$ cat src/sv/rlcps_pkg.sv
// Shared types, constants and the colour decode for the LED PWM serializer.
`default_nettype none

package rlcps_pkg;

	localparam int BITS_PER_LED = 24;
	localparam int MAX_LATCH    = 64;
	localparam int CNT_W        = 7;
	localparam int DUTY_W       = 10;
	localparam int CFG_DATA_W   = 10;
	localparam int CFG_IDX_W    = 2;

	// Configuration register indexes
	localparam logic [CFG_IDX_W-1:0] REG_BRIGHTNESS  = 2'd0;
	localparam logic [CFG_IDX_W-1:0] REG_ONE_DUTY    = 2'd1;
	localparam logic [CFG_IDX_W-1:0] REG_ZERO_DUTY   = 2'd2;
	localparam logic [CFG_IDX_W-1:0] REG_LATCH_SLOTS = 2'd3;

	// Reset values of the configuration registers
	localparam logic [7:0]        BRIGHTNESS_RST  = 8'd30;
	localparam logic [DUTY_W-1:0] ONE_DUTY_RST    = 10'd60;
	localparam logic [DUTY_W-1:0] ZERO_DUTY_RST   = 10'd30;
	localparam logic [CNT_W-1:0]  LATCH_SLOTS_RST = 7'd50;

	// Input op codes
	localparam logic OP_LED = 1'b0;
	localparam logic OP_EOF = 1'b1;

	// LED state codes: bit2 red, bit1 green, bit0 blue
	localparam logic [2:0] CODE_OFF    = 3'b000;
	localparam logic [2:0] CODE_BLUE   = 3'b001;
	localparam logic [2:0] CODE_GREEN  = 3'b010;
	localparam logic [2:0] CODE_RED    = 3'b100;
	localparam logic [2:0] CODE_YELLOW = 3'b110;
	localparam logic [2:0] CODE_WHITE  = 3'b111;

	typedef struct packed {
		logic [7:0]        brightness;
		logic [DUTY_W-1:0] one_duty;
		logic [DUTY_W-1:0] zero_duty;
		logic [CNT_W-1:0]  latch_slots;
	} cfg_t;

	// One run of slots for the back end
	typedef struct packed {
		logic                    latch;
		logic [CNT_W-1:0]        cnt;
		logic [BITS_PER_LED-1:0] colour;
	} cmd_t;

	// Colour word G<<16 | R<<8 | B; the keep codes return the stored colour
	function automatic logic [BITS_PER_LED-1:0] colour_for(
		input logic [2:0]              code,
		input logic [7:0]              bright,
		input logic [BITS_PER_LED-1:0] old
	);
		logic [BITS_PER_LED-1:0] c;
		begin
			case (code)
				CODE_OFF:    c = '0;
				CODE_RED:    c = {8'd0, bright, 8'd0};
				CODE_GREEN:  c = {bright, 8'd0, 8'd0};
				CODE_BLUE:   c = {8'd0, 8'd0, bright};
				CODE_YELLOW: c = {bright, bright, 8'd0};
				CODE_WHITE:  c = {bright, bright, bright};
				default:     c = old;
			endcase
			return c;
		end
	endfunction

endpackage

`default_nettype wire

$ cat src/sv/rlcps_front.sv
// Front end: accepts items, tracks the LED index, updates the colour store, issues runs.
`default_nettype none

module rlcps_front #(
	parameter int LED_SLOTS = 20
) (
	input  wire logic                      clk,
	input  wire logic                      arst_n,
	input  wire logic                      push,
	output logic                           full,
	input  wire logic                      op,
	input  wire logic [2:0]                code,
	input  wire rlcps_pkg::cfg_t           cfg,
	output logic                           cmd_push,
	output rlcps_pkg::cmd_t                cmd,
	input  wire logic                      cmd_full
);

	localparam int IDX_W = $clog2(LED_SLOTS + 1);
	localparam int AW    = (LED_SLOTS > 1) ? $clog2(LED_SLOTS) : 1;
	localparam int CW    = rlcps_pkg::BITS_PER_LED;

	logic [CW-1:0]    mem [LED_SLOTS];
	logic [LED_SLOTS-1:0] vld_q;

	logic [IDX_W-1:0] idx_q;
	logic             in_range;
	logic             accept;
	logic             done;
	logic             wr_en;

	logic             valid_s1;
	logic             op_s1;
	logic [2:0]       code_s1;
	logic             inr_s1;
	logic [AW-1:0]    addr_s1;
	logic [CW-1:0]    rdata_s1;
	logic             rvld_s1;

	logic [CW-1:0]    old_colour;
	logic [CW-1:0]    new_colour;
	logic [rlcps_pkg::CNT_W-1:0] latch_cnt;

	assign in_range = (idx_q < IDX_W'(LED_SLOTS));

	assign old_colour = rvld_s1 ? rdata_s1 : '0;
	assign new_colour = rlcps_pkg::colour_for(code_s1, cfg.brightness, old_colour);
	assign latch_cnt  = (cfg.latch_slots > rlcps_pkg::CNT_W'(rlcps_pkg::MAX_LATCH))
		? rlcps_pkg::CNT_W'(rlcps_pkg::MAX_LATCH) : cfg.latch_slots;

	always_comb begin
		cmd_push = 1'b0;
		cmd = '0;
		if (op_s1 == rlcps_pkg::OP_EOF) begin
			cmd.latch = 1'b1;
			cmd.cnt   = latch_cnt;
			cmd_push  = valid_s1 && (latch_cnt != '0);
		end else begin
			cmd.latch  = 1'b0;
			cmd.cnt    = rlcps_pkg::CNT_W'(rlcps_pkg::BITS_PER_LED);
			cmd.colour = new_colour;
			cmd_push   = valid_s1 && inr_s1;
		end
	end

	// Hold the item in stage 1 until its run fits in the queue
	assign done   = !cmd_push || !cmd_full;
	assign full   = valid_s1 && !done;
	assign accept = push && !full;
	assign wr_en  = valid_s1 && done && (op_s1 == rlcps_pkg::OP_LED) && inr_s1;

	always_ff @(posedge clk or negedge arst_n) begin
		if (!arst_n) begin
			valid_s1 <= 1'b0;
			idx_q    <= '0;
			vld_q    <= '0;
		end else begin
			if (accept) begin
				valid_s1 <= 1'b1;
				if (op == rlcps_pkg::OP_EOF) begin
					idx_q <= '0;
				end else if (in_range) begin
					idx_q <= idx_q + 1'b1;
				end
			end else if (done) begin
				valid_s1 <= 1'b0;
			end
			if (wr_en) begin
				vld_q[addr_s1] <= 1'b1;
			end
		end
	end

	always_ff @(posedge clk) begin
		if (accept) begin
			op_s1   <= op;
			code_s1 <= code;
			inr_s1  <= in_range;
			addr_s1 <= idx_q[AW-1:0];
			if (in_range) begin
				rdata_s1 <= mem[idx_q[AW-1:0]];
				rvld_s1  <= vld_q[idx_q[AW-1:0]];
			end else begin
				rvld_s1  <= 1'b0;
			end
		end
		if (wr_en) begin
			mem[addr_s1] <= new_colour;
		end
	end

endmodule

`default_nettype wire

$ cat src/sv/rlcps_cmd_fifo.sv
// Two-entry queue of runs between the front and back ends.
`default_nettype none

module rlcps_cmd_fifo (
	input  wire logic            clk,
	input  wire logic            arst_n,
	input  wire logic            wr,
	input  wire rlcps_pkg::cmd_t wdata,
	output logic                 full,
	input  wire logic            rd,
	output rlcps_pkg::cmd_t      rdata,
	output logic                 empty
);

	rlcps_pkg::cmd_t ent_q [2];
	logic       wp_q;
	logic       rp_q;
	logic [1:0] cnt_q;
	logic       do_wr;
	logic       do_rd;

	assign full  = (cnt_q == 2'd2);
	assign empty = (cnt_q == 2'd0);
	assign do_wr = wr && !full;
	assign do_rd = rd && !empty;
	assign rdata = ent_q[rp_q];

	always_ff @(posedge clk or negedge arst_n) begin
		if (!arst_n) begin
			wp_q  <= 1'b0;
			rp_q  <= 1'b0;
			cnt_q <= 2'd0;
		end else begin
			if (do_wr) begin
				wp_q <= ~wp_q;
			end
			if (do_rd) begin
				rp_q <= ~rp_q;
			end
			cnt_q <= cnt_q + {1'b0, do_wr} - {1'b0, do_rd};
		end
	end

	always_ff @(posedge clk) begin
		if (do_wr) begin
			ent_q[wp_q] <= wdata;
		end
	end

endmodule

`default_nettype wire

$ cat src/sv/rlcps_back.sv
// Back end: plays a run out as duty slots into a two-entry result queue, one per cycle while it has room.
`default_nettype none

module rlcps_back (
	input  wire logic                            clk,
	input  wire logic                            arst_n,
	input  wire rlcps_pkg::cmd_t                 cmd,
	input  wire logic                            cmd_empty,
	output logic                                 cmd_pop,
	input  wire rlcps_pkg::cfg_t                 cfg,
	output logic                                 empty,
	input  wire logic                            pop,
	output logic [rlcps_pkg::DUTY_W-1:0]         duty,
	output logic                                 last
);

	localparam int DW = rlcps_pkg::DUTY_W;
	localparam int CW = rlcps_pkg::BITS_PER_LED;

	logic                        busy_q;
	logic                        latch_q;
	logic [rlcps_pkg::CNT_W-1:0] rem_q;
	logic [CW-1:0]               sr_q;

	logic [DW-1:0] od_q [2];
	logic          ol_q [2];
	logic          owp_q;
	logic          orp_q;
	logic [1:0]    ocnt_q;

	logic          emit;
	logic          opop;
	logic          fin;
	logic [DW-1:0] slot_duty;
	logic          slot_last;

	assign emit    = busy_q && (ocnt_q != 2'd2);
	assign fin     = emit && (rem_q == rlcps_pkg::CNT_W'(1));
	assign cmd_pop = !cmd_empty && (!busy_q || fin);
	assign opop    = pop && !empty;

	assign slot_duty = latch_q ? '0 : (sr_q[CW-1] ? cfg.one_duty : cfg.zero_duty);
	assign slot_last = (rem_q == rlcps_pkg::CNT_W'(1));

	assign empty = (ocnt_q == 2'd0);
	assign duty  = od_q[orp_q];
	assign last  = ol_q[orp_q];

	always_ff @(posedge clk or negedge arst_n) begin
		if (!arst_n) begin
			busy_q <= 1'b0;
			owp_q  <= 1'b0;
			orp_q  <= 1'b0;
			ocnt_q <= 2'd0;
		end else begin
			if (cmd_pop) begin
				busy_q <= 1'b1;
			end else if (fin) begin
				busy_q <= 1'b0;
			end
			if (emit) begin
				owp_q <= ~owp_q;
			end
			if (opop) begin
				orp_q <= ~orp_q;
			end
			ocnt_q <= ocnt_q + {1'b0, emit} - {1'b0, opop};
		end
	end

	// Load a new run, or advance the current one by a slot
	always_ff @(posedge clk) begin
		if (cmd_pop) begin
			latch_q <= cmd.latch;
			rem_q   <= cmd.cnt;
			sr_q    <= cmd.colour;
		end else if (emit) begin
			rem_q <= rem_q - 1'b1;
			sr_q  <= {sr_q[CW-2:0], 1'b0};
		end
		if (emit) begin
			od_q[owp_q] <= slot_duty;
			ol_q[owp_q] <= slot_last;
		end
	end

endmodule

`default_nettype wire

$ cat src/sv/rgb_led_code_pwm_serializer.sv
// Top level of the LED code to PWM duty slot serializer.
//
//  channel   direction  handshake          payload
//  item      in         push / full        op, code
//  result    out        pop / empty        duty, last
//  config    in         cfg_wen            cfg_idx, cfg_data
//
// An in-chain LED request yields 24 slots, set by the back end's slot counter, one per
// cycle while results have room; EOF yields min(latch_slots, 64) zero slots, none if zero.
// The front end takes a new request every cycle until the two-entry run queue fills,
// so a request is taken while the previous run is still playing out.
// Reset clears the colour store's valid bits, the LED index and both queues at once.
// A stalled result side holds the result queue; slots resume with no loss.
`default_nettype none

module rgb_led_code_pwm_serializer #(
	parameter int LED_SLOTS = 20
) (
	input  wire logic                              clk,
	input  wire logic                              arst_n,
	input  wire logic                              push,
	output logic                                   full,
	input  wire logic                              op,
	input  wire logic [2:0]                        code,
	output logic                                   empty,
	input  wire logic                              pop,
	output logic [rlcps_pkg::DUTY_W-1:0]           duty,
	output logic                                   last,
	input  wire logic                              cfg_wen,
	input  wire logic [rlcps_pkg::CFG_IDX_W-1:0]   cfg_idx,
	input  wire logic [rlcps_pkg::CFG_DATA_W-1:0]  cfg_data
);

	rlcps_pkg::cfg_t cfg_q;
	rlcps_pkg::cmd_t cmd_in;
	rlcps_pkg::cmd_t cmd_out;
	logic            cmd_push;
	logic            cmd_full;
	logic            cmd_pop;
	logic            cmd_empty;

	always_ff @(posedge clk or negedge arst_n) begin
		if (!arst_n) begin
			cfg_q.brightness  <= rlcps_pkg::BRIGHTNESS_RST;
			cfg_q.one_duty    <= rlcps_pkg::ONE_DUTY_RST;
			cfg_q.zero_duty   <= rlcps_pkg::ZERO_DUTY_RST;
			cfg_q.latch_slots <= rlcps_pkg::LATCH_SLOTS_RST;
		end else if (cfg_wen) begin
			case (cfg_idx)
				rlcps_pkg::REG_BRIGHTNESS:  cfg_q.brightness  <= cfg_data[7:0];
				rlcps_pkg::REG_ONE_DUTY:    cfg_q.one_duty    <= cfg_data;
				rlcps_pkg::REG_ZERO_DUTY:   cfg_q.zero_duty   <= cfg_data;
				rlcps_pkg::REG_LATCH_SLOTS: cfg_q.latch_slots <= cfg_data[6:0];
				default: ;
			endcase
		end
	end

	rlcps_front #(
		.LED_SLOTS(LED_SLOTS)
	) u_front (
		.clk      (clk),
		.arst_n   (arst_n),
		.push     (push),
		.full     (full),
		.op       (op),
		.code     (code),
		.cfg      (cfg_q),
		.cmd_push (cmd_push),
		.cmd      (cmd_in),
		.cmd_full (cmd_full)
	);

	rlcps_cmd_fifo u_cmd_fifo (
		.clk    (clk),
		.arst_n (arst_n),
		.wr     (cmd_push),
		.wdata  (cmd_in),
		.full   (cmd_full),
		.rd     (cmd_pop),
		.rdata  (cmd_out),
		.empty  (cmd_empty)
	);

	rlcps_back u_back (
		.clk       (clk),
		.arst_n    (arst_n),
		.cmd       (cmd_out),
		.cmd_empty (cmd_empty),
		.cmd_pop   (cmd_pop),
		.cfg       (cfg_q),
		.empty     (empty),
		.pop       (pop),
		.duty      (duty),
		.last      (last)
	);

	a_full_needs_queue: assert property (@(posedge clk) disable iff (!arst_n)
		full |-> cmd_full)
		else $error("front stalls while the run queue has room");

	a_no_pop_empty: assert property (@(posedge clk) disable iff (!arst_n)
		cmd_pop |-> !cmd_empty)
		else $error("back end takes a run from an empty queue");

	a_queue_drains: assert property (@(posedge clk) disable iff (!arst_n)
		(cmd_full && cmd_pop) |=> !cmd_full || $past(cmd_push))
		else $error("run queue stays full after a take with no new run");

endmodule

`default_nettype wire

$ cat config.mk
export PLATFORM = sky130hd
export DESIGN_NAME = rgb_led_code_pwm_serializer
export DESIGN_NICKNAME = d
export VERILOG_FILES = /design/src/sv/rlcps_pkg.sv /design/src/sv/rlcps_front.sv /design/src/sv/rlcps_cmd_fifo.sv /design/src/sv/rlcps_back.sv /design/src/sv/rgb_led_code_pwm_serializer.sv
export SDC_FILE = /design/constraint.sdc
export NUM_CORES = 1
export LEC_CHECK = 0
export ABC_AREA = 1
export BUFFER_PORTS_ARGS = -buffer_cell sky130_fd_sc_hd__buf_4
export CAP_MARGIN = 20
export CORE_UTILIZATION = 63
export DETAILED_ROUTE_END_ITERATION = 6
export GPL_TIMING_DRIVEN = 1
export HOLD_SLACK_MARGIN = 0.12
export PLACE_DENSITY = 0.8
export SLEW_MARGIN = 20
export SYNTH_ARGS = -nofsm -noshare
export SYNTH_HDL_FRONTEND = slang
export SYNTH_SLANG_ARGS = --single-unit
export TNS_END_PERCENT = 1
$ cat constraint.sdc
create_clock -name clk -period 3.95 [get_ports clk]
set_input_delay 1.185 -clock clk [delete_from_list [all_inputs] [get_ports clk]]
set_output_delay 1.185 -clock clk [all_outputs]
set_load 0.05 [all_outputs]
==> run summary <==
Most common cell in the netlist: nand2_1
Max_cap viols: 0
Fin. max-slew vios: 0
Mapped Avg Cell Area: 10.9 sq um
Commonest cells post-synth: nand2_1, edfxtp_1, nand3_1
Global route overflow: 0
Number of global-route vias before repair: 19.3k
Synthesized flop and latch total: 703
Hold WC Path Type: flop to flop
Critical setup path kind: flop to primary output
Global-route wire length before repair: 110 mm
Worst-case reg-to-reg path depth: 8
DRT Wirelength: 72.5 mm
Clk_lat worst skew: 0.60 ns
Synth area leaders: edfxtp_1, nand2_1, dfrtp_1, nand3_1, inv_1
Total negative slack: 0 ns
RePlAce Congestion: 0.836
Worst Tran Pin Value: 1.12 ns
Final period util: 78.2%
# hold bufs at CTS: 0
Period minus WS final: 3.09 ns
FILL cells: 3027
Post-route ant nets: 0
Crit Reg-Reg Endpoint: u_front.mem[15][17]
Root Driver: clkbuf_16
Lkg Pwr: 0.0128 uW
P&R area growth vs syn: 9.66%
RSZ-0062 raised after global routing: false
CTS resizes: 0
Max VDD drop: 886 uV
Vias: 20.2k
Critical Path Sink Type: primary output
WP data arrival: 1.90 ns
Gate Count Post-Synth: 2671
Final Hold Fails: 0
Layout cells sized above 1: 8.00%
Initial antenna violation count: 1
FP Rows: 78
GRT Total Usage: 31.3%
Status: complete, no violations
Final instance area: 32000 sq um
Post-synth top area cell: edfxtp_1
Yosys warning count: 0
Async SR Flop Fraction: 9.96%
Largest net degree at the start of global routing: 179
DRC viols: 0
Die span in x: 217 um
Cells on Worst Hold Path: 2
Unique masters post-synth: 36
Via density: 6.04
Crit path launch: cfg_q[1]
Post-DP HPWL: 38.2 mm
Mapped Nets: 2699
Crit path max fanout: 10
Slew headroom: 25.3%
Die ar.: 47200 sq um
Initial Utilization: 64.1%
Boundary Pins: 34
Ys flop type: edfxtp_1
Setup violations, final: 0
Fin nets: 2717
Clock Path Buffers: 3
CTS tree: yes
First drt pass iteration count: 5
Clk sink count: 703
Clk slew on worst S/H paths: 0.06 ns
Number of synthesized flops with an enable pin: 633
PwrDens: 713 nW/um^2
Max Clk Rate: 324 MHz
CTS Buf Count: 70
DR iter-0 viols: 2843
H-tree depth: 3
Postcts setup bufs: 0
Placed Area: 30000 sq um
Top cell type's share of synthesized area: 65.1%
IO Port Bufs: 33
WL per Instance: 21.7 um
R2r startpoint: cfg_q[0]
Seq/Total Area, Yosys: 71.1%
Die span in y: 217 um
CP Launch Type: flop
Clock Skews: 0.0266 ns
Worst Setup EP: full
Placeable core region: 45600 sq um
FF-to-FF setup slack: 1.26 ns
Cell area after synthesis: 29200 sq um
Critical Path RT: 2.76 ns
==> stage by stage <==
step / worst slack (ns) / cells / power (uW) / hold slack, ns / util, %
6_report: 0.862 / 3338 / 22800 / 0.463 / 70.3
5_1_grt: 0.757 / 3337 / 23900 / 0.491 / 70.3
4_1_cts: 0.841 / 3337 / 22800 / 0.464 / 70.3
3_5_place_dp: 1.31 / 3217 / 16800 / 0.450 / 65.9
3_3_place_gp: 1.35 / 3217 / 16500 / 0.442 / 65.9
2_1_floorplan: 1.06 / 2671 / 14900 / 0.420 / -
==> cells in the final DEF (no fill, tap or decap), types with 16 or more instances in the layout <==
master     count
nand2_1      973
edfxtp_1     633
nand3_1      267
inv_1        168
nor2_1       131
o21ai_0       93
a21oi_1       84
buf_4         78
clkbuf_16     71
dfrtp_1       53
o22ai_1       24
clkbuf_1      23
nor2_2        17
clkinv_1      16
==> worst max-delay path, cell delays in order, from the launching register on <==
cell and delay (ns):
dfstp_2 0.54, nor2_1 0.06, nand4_1 0.15, nand3_2 0.23, inv_1 0.12, buf_4 0.20
==> where the power goes <==
group / switching (uW) / internal, uW
combinational: 4880 / 1680
sequential: 411 / 9880
clock: 2670 / 3300
total: 7960 / 14900
==> worst min path at each step <==
stage                            startpoint            endpoint  slack [ns]
final                     u_front.vld_q[10]   u_front.vld_q[10]        0.46
after CTS                  u_front.vld_q[9]    u_front.vld_q[9]        0.46
after global routing      u_front.vld_q[15]   u_front.vld_q[15]        0.49
after floorplan            u_front.idx_q[2]  u_front.addr_s1[2]        0.42
after detailed placement   u_front.vld_q[9]    u_front.vld_q[9]        0.45
after global placement    u_front.vld_q[12]   u_front.vld_q[12]        0.44
==> metal layers <==
metal	vias to the layer above	wire length, um	global-route usage [%]
li1	9004	-	-
met3	229	8120	5.27
met2	1317	34500	50.0
met4	0	3360	15.2
met5	-	0	0
met1	9623	26600	42.2
==> flip-flops by register name, summed over array words and instances, names as in the netlist, 2 cells and up <==
name / cells
u_front.idx_q: 5
u_back.rem_q: 7
u_front.vld_q: 20
cfg_q: 35
u_cmd_fifo.ent_q: 64
u_back.od_q: 20
u_front.code_s1: 3
u_front.mem: 480
u_cmd_fifo.cnt_q: 2
u_front.addr_s1: 5
u_front.rdata_s1: 24
u_back.ocnt_q: 2
u_back.ol_q: 2
u_back.sr_q: 24
==> cells by family after synthesis <==
kind of cell    count (synthesis)  share of synthesized area (%)
simple gates                 1415                           19.6
flops                         703                           71.1
buf+inv                       313                           4.66
compound gates                220                           3.95
xor+xnor                       12                          0.360
fa+ha+maj                       7                          0.300
mux                             1                         0.0343
==> cell type report <==
| cell class | instances | area [sq um] | area share, % |
|---|---|---|---|
| clock inverters | 26 | 133 | 0.414 |
| inverters | 177 | 672 | 2.10 |
| well taps | 600 | 751 | 2.34 |
| flip-flops and latches | 703 | 20800 | 64.9 |
| repair buffers | 82 | 666 | 2.08 |
| clock buffers | 94 | 1860 | 5.82 |
| diodes | 1 | 2.50 | 0.00781 |
| multi-input cells | 1655 | 7160 | 22.3 |
Power figures use the tool's default switching activity.
